File: src/rtl/sync_hunt_image_deframer_assert.svh
// ----------------------------------------------------------------------------
// sync_hunt_image_deframer_assert
// Assertion macros used by the deframer top module.
// ----------------------------------------------------------------------------
// Both macros sample on the rising edge of clk_i.
`ifndef SYNC_HUNT_IMAGE_DEFRAMER_ASSERT_SVH
`define SYNC_HUNT_IMAGE_DEFRAMER_ASSERT_SVH

// The property is checked only outside reset.
`define SHID_ASSERT(lbl, prop, msg) \
  lbl: assert property (@(posedge clk_i) disable iff (!rst_ni) prop) else $error(msg);

// The property is checked at every edge, during reset as well.
`define SHID_ASSERT_ALWAYS(lbl, prop, msg) \
  lbl: assert property (@(posedge clk_i) prop) else $error(msg);

`endif

File: src/rtl/shid_pkg.sv
// ----------------------------------------------------------------------------
// shid_pkg
// Types and constants of the sync-hunting image deframer.
// ----------------------------------------------------------------------------
package shid_pkg;

  localparam int unsigned SYNC_LENGTH = 64;
  localparam int unsigned SYNC_RUN_W  = $clog2(SYNC_LENGTH + 1);
  localparam logic [7:0]  SYNC_BYTE   = 8'h7A;

  localparam int unsigned HEAD_WORDS = 6;
  localparam logic [4:0]  HEAD_BYTES = 5'(HEAD_WORDS * 4);
  localparam logic [4:0]  HEAD_LAST  = 5'(HEAD_WORDS * 4 - 1);

  localparam int unsigned PIX_CNT_W      = 25;
  localparam logic [24:0] MAX_PIXELS_RST = 25'd4194304;

  typedef enum logic [1:0] {
    PH_HUNT = 2'd0,
    PH_HEAD = 2'd1,
    PH_PIX  = 2'd2
  } phase_e;

  typedef enum logic [1:0] {
    KIND_HEADER = 2'd0,
    KIND_PIXEL  = 2'd1,
    KIND_REJECT = 2'd2
  } kind_e;

  typedef struct packed {
    phase_e                         phase;
    logic [SYNC_RUN_W-1:0]          sync_run;
    logic [4:0]                     head_idx;
    logic [HEAD_WORDS-1:0][31:0]    words;
    logic [PIX_CNT_W-1:0]           pixels_left;
    logic [7:0]                     low_hold;
    logic                           byte_phase;
  } state_t;

  typedef struct packed {
    kind_e                          kind;
    logic [HEAD_WORDS-1:0][31:0]    words;
    logic [15:0]                    pixel;
    logic                           last;
  } result_t;

endpackage

File: src/rtl/shid_step.sv
// ----------------------------------------------------------------------------
// shid_step
// Next-state and result logic for one byte of the stream.
// ----------------------------------------------------------------------------
module shid_step (
  input  shid_pkg::state_t  state_i,
  input  logic [7:0]        byte_i,
  input  logic [24:0]       max_pixels_i,
  output shid_pkg::state_t  state_o,
  output logic              res_valid_o,
  output shid_pkg::result_t res_o
);

  always_comb begin
    logic [4:0]                          idx;
    logic [31:0]                         cnt;
    logic [shid_pkg::SYNC_RUN_W-1:0]     run_inc;
    logic [shid_pkg::PIX_CNT_W-1:0]      left;

    state_o     = state_i;
    res_valid_o = 1'b0;
    res_o       = '0;
    idx         = state_i.head_idx;
    cnt         = '0;
    run_inc     = state_i.sync_run + 1'b1;
    left        = state_i.pixels_left;

    case (state_i.phase)
      shid_pkg::PH_HEAD: begin
        if (idx >= shid_pkg::HEAD_BYTES) begin
          idx = '0;
        end
        for (int w = 0; w < shid_pkg::HEAD_WORDS; w++) begin
          for (int b = 0; b < 4; b++) begin
            if (idx[4:2] == 3'(w) && idx[1:0] == 2'(b)) begin
              state_o.words[w][8*b +: 8] = byte_i;
            end
          end
        end
        if (idx == shid_pkg::HEAD_LAST) begin
          state_o.head_idx = '0;
          cnt              = state_o.words[2];
          res_valid_o      = 1'b1;
          res_o.words      = state_o.words;
          if (cnt[31] || cnt > {7'b0, max_pixels_i}) begin
            res_o.kind       = shid_pkg::KIND_REJECT;
            res_o.last       = 1'b1;
            state_o.phase    = shid_pkg::PH_HUNT;
            state_o.sync_run = '0;
          end else if (cnt == '0) begin
            res_o.kind       = shid_pkg::KIND_HEADER;
            res_o.last       = 1'b1;
            state_o.phase    = shid_pkg::PH_HUNT;
            state_o.sync_run = '0;
          end else begin
            res_o.kind          = shid_pkg::KIND_HEADER;
            res_o.last          = 1'b0;
            state_o.pixels_left = cnt[shid_pkg::PIX_CNT_W-1:0];
            state_o.byte_phase  = 1'b0;
            state_o.phase       = shid_pkg::PH_PIX;
          end
        end else begin
          state_o.head_idx = idx + 1'b1;
        end
      end
      shid_pkg::PH_PIX: begin
        if (!state_i.byte_phase) begin
          state_o.low_hold   = byte_i;
          state_o.byte_phase = 1'b1;
        end else begin
          state_o.byte_phase = 1'b0;
          if (left != '0) begin
            left = left - 1'b1;
          end
          state_o.pixels_left = left;
          res_valid_o         = 1'b1;
          res_o.kind          = shid_pkg::KIND_PIXEL;
          res_o.pixel         = {byte_i, state_i.low_hold};
          res_o.last          = (left == '0);
          if (left == '0) begin
            state_o.phase    = shid_pkg::PH_HUNT;
            state_o.sync_run = '0;
          end
        end
      end
      default: begin
        state_o.phase = shid_pkg::PH_HUNT;
        if (byte_i == shid_pkg::SYNC_BYTE) begin
          if (run_inc >= shid_pkg::SYNC_RUN_W'(shid_pkg::SYNC_LENGTH)) begin
            state_o.sync_run = '0;
            state_o.head_idx = '0;
            state_o.phase    = shid_pkg::PH_HEAD;
          end else begin
            state_o.sync_run = run_inc;
          end
        end else begin
          state_o.sync_run = '0;
        end
      end
    endcase
  end

endmodule

File: src/rtl/sync_hunt_image_deframer.sv
// An accepted byte goes to the input register, and its result to the output register.
// Throughput: one byte per cycle while the output is not stalled, set by the single
// step of logic between the input register and the output register.
// Reset: all frame state clears to hunting, max_pixels returns to 4194304.
// ----------------------------------------------------------------------------
// sync_hunt_image_deframer
// Hunts for a run of sync bytes, then emits the header or reject record and the pixels
// of each frame.
// ----------------------------------------------------------------------------
module sync_hunt_image_deframer (
  input  logic               clk_i,
  input  logic               rst_ni,
  input  logic               in_valid_i,
  output logic               in_stall_o,
  input  logic [7:0]         byte_in_i,
  output logic               out_valid_o,
  input  logic               out_stall_i,
  output logic [1:0]         kind_o,
  output logic signed [31:0] size_x_o,
  output logic signed [31:0] size_y_o,
  output logic signed [31:0] pixel_count_o,
  output logic signed [31:0] frame_id_o,
  output logic signed [31:0] image_count_o,
  output logic signed [31:0] error_word_o,
  output logic [15:0]        pixel_o,
  output logic               last_o,
  input  logic               psel,
  input  logic               penable,
  input  logic               pwrite,
  input  logic [2:0]         paddr,
  input  logic [31:0]        pwdata,
  output logic [31:0]        prdata,
  output logic               pready
);

  `include "sync_hunt_image_deframer_assert.svh"

  localparam logic REG_MAX_PIXELS = 1'b0;

  logic              in_v_q;
  logic [7:0]        in_byte_q;
  logic [24:0]       max_pix_q;
  shid_pkg::state_t  state_q;
  shid_pkg::state_t  state_d;
  logic              res_valid;
  shid_pkg::result_t res;
  logic              out_v_q;
  shid_pkg::result_t out_q;
  logic              fire;
  logic              in_acc;
  logic              cfg_wr;

  shid_step u_step (
    .state_i      (state_q),
    .byte_i       (in_byte_q),
    .max_pixels_i (max_pix_q),
    .state_o      (state_d),
    .res_valid_o  (res_valid),
    .res_o        (res)
  );

  assign fire       = in_v_q && (!res_valid || !out_v_q || !out_stall_i);
  assign in_stall_o = in_v_q && !fire;
  assign in_acc     = in_valid_i && !in_stall_o;
  assign cfg_wr     = psel && penable && pwrite && pready;

  assign pready = 1'b1;
  assign prdata = (paddr[2] == REG_MAX_PIXELS) ? {7'b0, max_pix_q} : '0;

  always_ff @(posedge clk_i or negedge rst_ni) begin
    if (!rst_ni) begin
      in_v_q    <= 1'b0;
      out_v_q   <= 1'b0;
      max_pix_q <= shid_pkg::MAX_PIXELS_RST;
      state_q   <= '{phase: shid_pkg::PH_HUNT, default: '0};
    end else begin
      if (in_acc) begin
        in_v_q <= 1'b1;
      end else if (fire) begin
        in_v_q <= 1'b0;
      end
      if (fire) begin
        state_q <= state_d;
      end
      if (fire && res_valid) begin
        out_v_q <= 1'b1;
      end else if (!out_stall_i) begin
        out_v_q <= 1'b0;
      end
      if (cfg_wr && paddr[2] == REG_MAX_PIXELS) begin
        max_pix_q <= pwdata[24:0];
      end
    end
  end

  always_ff @(posedge clk_i) begin
    if (in_acc) begin
      in_byte_q <= byte_in_i;
    end
    if (fire && res_valid) begin
      out_q <= res;
    end
  end

  assign out_valid_o   = out_v_q;
  assign kind_o        = out_q.kind;
  assign size_x_o      = out_q.words[0];
  assign size_y_o      = out_q.words[1];
  assign pixel_count_o = out_q.words[2];
  assign frame_id_o    = out_q.words[3];
  assign image_count_o = out_q.words[4];
  assign error_word_o  = out_q.words[5];
  assign pixel_o       = out_q.pixel;
  assign last_o        = out_q.last;

  `SHID_ASSERT(a_in_hold, in_v_q && in_stall_o |=> in_v_q && $stable(in_byte_q), "held item lost")
  `SHID_ASSERT(a_hunt_silent, fire && state_q.phase == shid_pkg::PH_HUNT |-> !res_valid, "hunt gave a result")
  `SHID_ASSERT(a_run_bound, state_q.sync_run < shid_pkg::SYNC_RUN_W'(shid_pkg::SYNC_LENGTH), "sync run overflow")

endmodule

File: config.mk
export PLATFORM = sky130hd
export DESIGN_NAME = sync_hunt_image_deframer
export DESIGN_NICKNAME = d
export VERILOG_FILES = /design/src/rtl/shid_pkg.sv /design/src/rtl/shid_step.sv /design/src/rtl/sync_hunt_image_deframer.sv
export VERILOG_INCLUDE_DIRS = /design/src /design/src/rtl
export SDC_FILE = /design/constraint.sdc
export NUM_CORES = 1
export LEC_CHECK = 0
export BUFFER_PORTS_ARGS = -buffer_cell sky130_fd_sc_hd__clkbuf_2
export CORE_UTILIZATION = 48
export DETAILED_ROUTE_END_ITERATION = 10
export MAX_ROUTING_LAYER = met4
export PLACE_DENSITY_LB_ADDON = 0.25
export SLEW_MARGIN = 5
export SYNTH_ARGS = -nofsm -noshare
export SYNTH_HDL_FRONTEND = slang
export SYNTH_SLANG_ARGS = --single-unit
File: constraint.sdc
create_clock -name clk_i -period 15.1 [get_ports clk_i]
set_clock_uncertainty 0.1 [all_clocks]
set_input_delay 3.02 -clock clk_i [delete_from_list [all_inputs] [get_ports clk_i]]
set_output_delay 3.02 -clock clk_i [all_outputs]
set_load 0.02 [all_outputs]
# Word level (Yosys, flattened, before mapping)
# Index checks and enable logic that the tools add are counted.
[totals] regBits=486 inputBits=50 elab_cells=185
[op_classes] muxes=75 bitwise=3 n_lt_le_gt_ge=3 n_eq_ne=19 addsub=3 reduce_logical=57
[op_table] cell="8-bit two-way mux" count=28
[op_table] cell="25-bit two-way mux" count=8
[op_table] cell="194-bit two-way mux" count=1
[op_table] cell="25-bit one-hot mux with 2 select lines" count=1
[op_table] cell="9-bit two-way mux" count=4
[op_table] cell="32-bit by 25-bit > comparator with 1-bit output" count=1
[op_table] cell="32-bit zero test" count=1
[op_table] cell="1-bit logical AND" count=31
[op_table] cell="25-bit zero test" count=1
[op_table] cell="5-bit two-way mux" count=5
[op_table] cell="25-bit nonzero test" count=1
[op_table] cell="25-bit by 1-bit subtractor with 25-bit output, second input constant" count=1
[op_table] cell="7-bit two-way mux" count=3
[op_table] cell="9-bit one-hot mux with 2 select lines" count=1
[op_table] cell="1-bit two-way mux" count=16
[op_table] cell="5-bit one-hot mux with 2 select lines" count=1
[op_table] cell="5-bit AND reduction" count=2
[op_table] cell="8-bit by 7-bit equality test with 1-bit output, second input constant" count=1
[op_table] cell="4-bit AND reduction" count=2
[op_table] cell="2-bit nonzero test" count=4
[op_table] cell="7-bit by 1-bit adder with 7-bit output, second input constant" count=1
[op_table] cell="7-bit >= comparator, second input constant" count=1
[op_table] cell="2-bit equality test, second input constant" count=3
[op_table] cell="3-bit by 2-bit equality test with 1-bit output, second input constant" count=2
[op_table] cell="other kinds (20)" count=40

# Longest topological paths before layout
[depth] word_depth=15 depth_mapped=22 ltp_nobuf=16

# Hierarchy
# A second synthesis with hierarchy kept.
[hier_totals] hier_cells=3053 area_unflattened_um2=29702.2
[modules_own_cells] module="sync_hunt_image_deframer" cells_each=1680 area_per_inst_um2=21381.8 seq_area_each_um2=13259.0 n_inst=1
[modules_own_cells] module="shid_step" cells_each=1373 area_per_inst_um2=8320.5 seq_area_each_um2=0.0 n_inst=1

# Worst setup path after synthesis
# Ideal clock, no wire load.
[synth_path] path_kind="in2reg" startpoint="input port out_stall_i" endpoint="register out_q, in the netlist error_word_o[0], enable pin" setup_ns=0.786 arrival_ns=12.284 path_slack_ns=1.930 cell_stages=5 cell_sequence="nand2_1 nor3_1 nor2b_1 nand2b_1 nor2_1"
[synth_between] elab_chain_cells=4
[synth_rtl] item="start, declared" line_no="sync_hunt_image_deframer.sv:17" rtl="input logic out_stall_i,"
[synth_rtl] item="1-bit zero test"
[synth_rtl] item="1-bit logical OR" line_no="sync_hunt_image_deframer.sv:62" rtl="assign fire = in_v_q && (!res_valid || !out_v_q || !out_stall_i);"
[synth_rtl] item="1-bit logical AND" line_no="sync_hunt_image_deframer.sv:62"
[synth_rtl] item="1-bit logical AND" line_no="sync_hunt_image_deframer.sv:100" rtl="if (fire && res_valid) begin"
[synth_rtl] item="end signal, assigned" line_no="sync_hunt_image_deframer.sv:101" rtl="out_q <= res;"
[synth_rtl] item="end, declared" line_no="sync_hunt_image_deframer.sv:48" rtl="shid_pkg::result_t out_q;"
# Every way passes these cells.
# A chain may end at the register's enable or synchronous reset.

# Worst setup path after layout
[layout_path] startpoint="input port out_stall_i" endpoint="output port in_stall_o"
[layout_between] elab_chain_cells=5
[layout_rtl] item="1-bit zero test"
[layout_rtl] item="1-bit logical OR" line_no="sync_hunt_image_deframer.sv:62"
[layout_rtl] item="1-bit logical AND" line_no="sync_hunt_image_deframer.sv:62"
[layout_rtl] item="1-bit zero test" line_no="sync_hunt_image_deframer.sv:63" rtl="assign in_stall_o = in_v_q && !fire;"
[layout_rtl] item="1-bit logical AND" line_no="sync_hunt_image_deframer.sv:63"
[layout_rtl] item="end, declared" line_no="sync_hunt_image_deframer.sv:14" rtl="output logic in_stall_o,"
# Every way passes these cells.

==> reports/results.tsv <==
stage	metric	value	unit
yosys	Synth async-reset ratio	54.18	%
setup_path	endpoint class of the critical path	primary output	
sta	post-route clock period utilization	46.42	%
layout	share of cells above drive strength 1	27.13	%
yosys	Post-Synthesis Cells	1937	
clock_tree	Root Buffer	clkbuf_16	
min_path	Hold Crit Class	reg -> reg	
global_routing	gr usage total	24.67	%
layout	Fillers	3847	
route	Post-route DRC	0	
power	Logic pwr share	23.3	%
route	drt total wl	55970	um
power	switching pwr	1209	uW
power	power per cell area	151.8	mW/mm^2
power	part of the power in registers	43.4	%
route	Detailed Route Iter0 Violations	1185	
layout	layout net count	2250	
power	Tot Pwr	3887	uW
yosys	sequential cell area fraction in the yosys report	59.36	%
yosys	count of cell types in the netlist	75	
global_routing	initial antenna violation count	0	
place	port bufs	278	
floorplanning	die area	0.04669	mm^2
clock_tree	postcts setup bufs	0	
sta	min Tclk post-route	7.009	ns
yosys	Main synth FF type	dfrtp_1	
layout	post-route insts no fill	2809	
route	Via Count	15651	
floorplanning	Die H	216.1	um
sta	RSZ-0062 raised after global routing	false	
yosys	EDFF count, synth	219	
route	Routed wire per std cell	19.93	um
clock_tree	CTS tree	built	
route	drt pass-1 iters	5	
clock_tree	Num CTS Buffers	50	
place	Final HPWL DP	35690	um
global_routing	largest net degree at the start of global routing	184	
power	sw frac	31.11	%
power	Int Pwr	2678	uW
global_routing	total grt overflow	0	
route	Routed Antenna Nets	0	
floorplanning	number of cell rows	78	
yosys	post-synth top area cell	edfxtp_1	
sta	Final Hold Viols	0	
yosys	Synth Area per Inst	11.36	um^2
floorplanning	# IOs	296	
place	final RePlAce weighted congestion	0.8842	
sta	Setup TNS Final	0	ns
yosys	synthesized flop and latch total	478	
floorplanning	Die X-Extent	216.1	um
yosys	Syn Std Cell Area	0.02200	mm^2
sta	Slew headroom	19.53	%
setup_path	critical path arrival	3.89	ns
sta	final setup margin	8.091	ns
setup_path	CP required	11.98	ns
run	max cap viols	0	
setup_path	CP max FO	3	
clock_tree	clk buf depth	3	
clock_tree	insertion delay to the later sink of the worst-skew pair	0.59	ns
layout	area of the multi-input gates	0.008204	mm^2
sta	Final setup viols	0	
place	DP Worst Slack	8.101	ns
clock_tree	Post-CTS Resized	0	
floorplanning	core region area	0.04528	mm^2
global_routing	first-pass GRT wire length	86930	um
layout	area delta synth->final	16.37	%
power	clock network fraction of total power	33.3	%
power	leakage power	0.01161	uW
clock_tree	H-tree depth	2	
sta	Final Max Tran Viols	0	
layout	fin util	56.54	%
layout	FF+latch area	0.01306	mm^2
power	worst vdd ir	111.4	uV
route	drt via density	5.572	
setup_path	Crit Path Class	in -> out	
yosys	top-area cell type share of the netlist area	29.89	%
yosys	Ys Warns	0	
yosys	top cells by area, synth	edfxtp_1 (30%), dfrtp_1 (29%), mux2_2 (10%), nand2_1 (6.1%), a21oi_1 (3.3%)	
floorplanning	Initial Util	48.59	%
sta	Max Clk Rate	142.7	MHz
run_status	outcome	finished clean	
clock_tree	CTS clk-pin slew, worst paths	0.06	ns
clock_tree	clk sink count	478	
sta	worst-margin pin slew	1.207	ns
global_routing	vias in the first global route	15229	
setup_path	Worst setup SP type	input port	
place	Inst Count DP	2714	
clock_tree	Hold Buf Count CTS	0	
## synthesized netlist by cell type (11+ instances only)
cell type	number
inv_1	67
nor3_1	24
mux2i_1	66
or3_1	11
nor2_1	129
o31ai_1	13
clkbuf_1	100
ha_1	34
buf_2	13
edfxtp_1	219
o21ai_0	51
mux2_2	195
nor4_1	16
a21oi_1	145
and3_1	32
dfrtp_1	258
nand3_1	39
nand2_1	355
## cell type report
cell class,instances,share of cell area (%)
sequential,478,51.01
multi-input combinational,1267,32.04
timing repair buffer,302,6.275
clock buffer,64,5.254
tap,600,2.932
clock inverter,30,1.495
inverter,67,0.9823
antenna,1,0.009774
## critical path, cell delays in order
cell and delay, ns:
clkbuf_2 0.08, nand2_1 0.07, nor3_1 0.25, nand2_1 0.19, inv_1 0.11, clkbuf_2 0.17
## cells by family after synthesis
logic type	share of synthesized area [%]
AOI/OAI and AO/OA	7.649
other	0.03413
DFF	59.36
buffers and inverters	3.691
and+or+nand+nor	14.15
adders and majority gates	1.934
xor gates and xnor gates	0.1991
muxes	12.98
## power groups by stage
stage                     combinational [uW]  sequential, uW  clock, uW
after floorplan                          689            1640          0
after global placement                   877            1700          0
after detailed placement                 900            1710          0
after CTS                                907            1680       1320
after global routing                    1000            1710       1370
final                                    905            1690       1300
## cell usage in the layout, fill, tap and decap left out, types with 4 or more instances in the layout
cell type | netlist | layout
nand2b_1 | 6 | 6
conb_1 | 2 | 8
and2_1 | 8 | 8
o21ai_0 | 51 | 51
clkinv_2 | 0 | 10
a21oi_1 | 145 | 145
nor3_1 | 24 | 24
o22ai_1 | 6 | 6
and4_1 | 4 | 4
a221o_1 | 4 | 4
inv_1 | 67 | 67
nor4_1 | 16 | 16
clkbuf_1 | 100 | 11
nor2b_1 | 9 | 9
a221oi_1 | 8 | 8
a211oi_1 | 4 | 4
clkbuf_16 | 0 | 51
nor2_1 | 129 | 128
dfrtp_1 | 258 | 258
mux2i_1 | 66 | 66
nand3_1 | 39 | 39
clkinv_1 | 0 | 9
o31ai_1 | 13 | 13
mux2_2 | 195 | 195
nor3_2 | 4 | 4
nand2_1 | 355 | 354
nand4b_1 | 4 | 4
or3_1 | 11 | 11
buf_4 | 10 | 22
a21o_1 | 4 | 4
ha_1 | 34 | 33
or4_1 | 4 | 4
edfxtp_1 | 219 | 219
nand4_1 | 9 | 9
clkbuf_2 | 0 | 277
and3_1 | 32 | 32
or2_2 | 5 | 5
a32oi_1 | 5 | 5
bufinv_16 | 0 | 9
## per-stage QoR
| step | hold slack, ns | area, um^2 |
|---|---|---|
| global route | 0.4104 | 25600 |
| floorplan | 0.3450 | 22020 |
| detailed placement | 0.3703 | 23870 |
| CTS | 0.3807 | 25600 |
| global placement | 0.3610 | 23870 |
| finish | 0.3799 | 25600 |
## sequential cells by signal, indices dropped and copies added, names as in the netlist
name           flops
state_q          232
error_word_o      32
frame_id_o        32
image_count_o     32
pixel_count_o     32
size_x_o          32
size_y_o          32
max_pix_q         25
pixel_o           16
in_byte_q          8
kind_o             2
in_v_q             1
last_o             1
out_valid_o        1
## metal layers
layer | GRT usage, % | routed length, um
met4 | 8.427 | 1596
met5 | - | 0
met1 | 32.48 | 24510
met2 | 39.18 | 26800
met3 | 3.649 | 3066
## final timing paths
kind | start | end | slack [ns] | cells after the start
hold / removal | state_q[106]$_DFFE_PN0P_ | state_q[106]$_DFFE_PN0P_ | 0.38 | 2
setup / recovery | out_stall_i | in_stall_o | 8.09 | 6
max in group asynchronous | rst_ni | state_q[215]$_DFFE_PN0P_ | 11.19 | 2
setup reg to reg | state_q[229]$_DFFE_PN0P_ | state_q[26]$_DFFE_PN0P_ | 8.24 | 15
min in group asynchronous | rst_ni | max_pix_q[16]$_DFFE_PN0P_ | 2.37 | 1
hold reg to reg | state_q[106]$_DFFE_PN0P_ | state_q[106]$_DFFE_PN0P_ | 0.38 | 2
(Power assumes the default switching activity.)
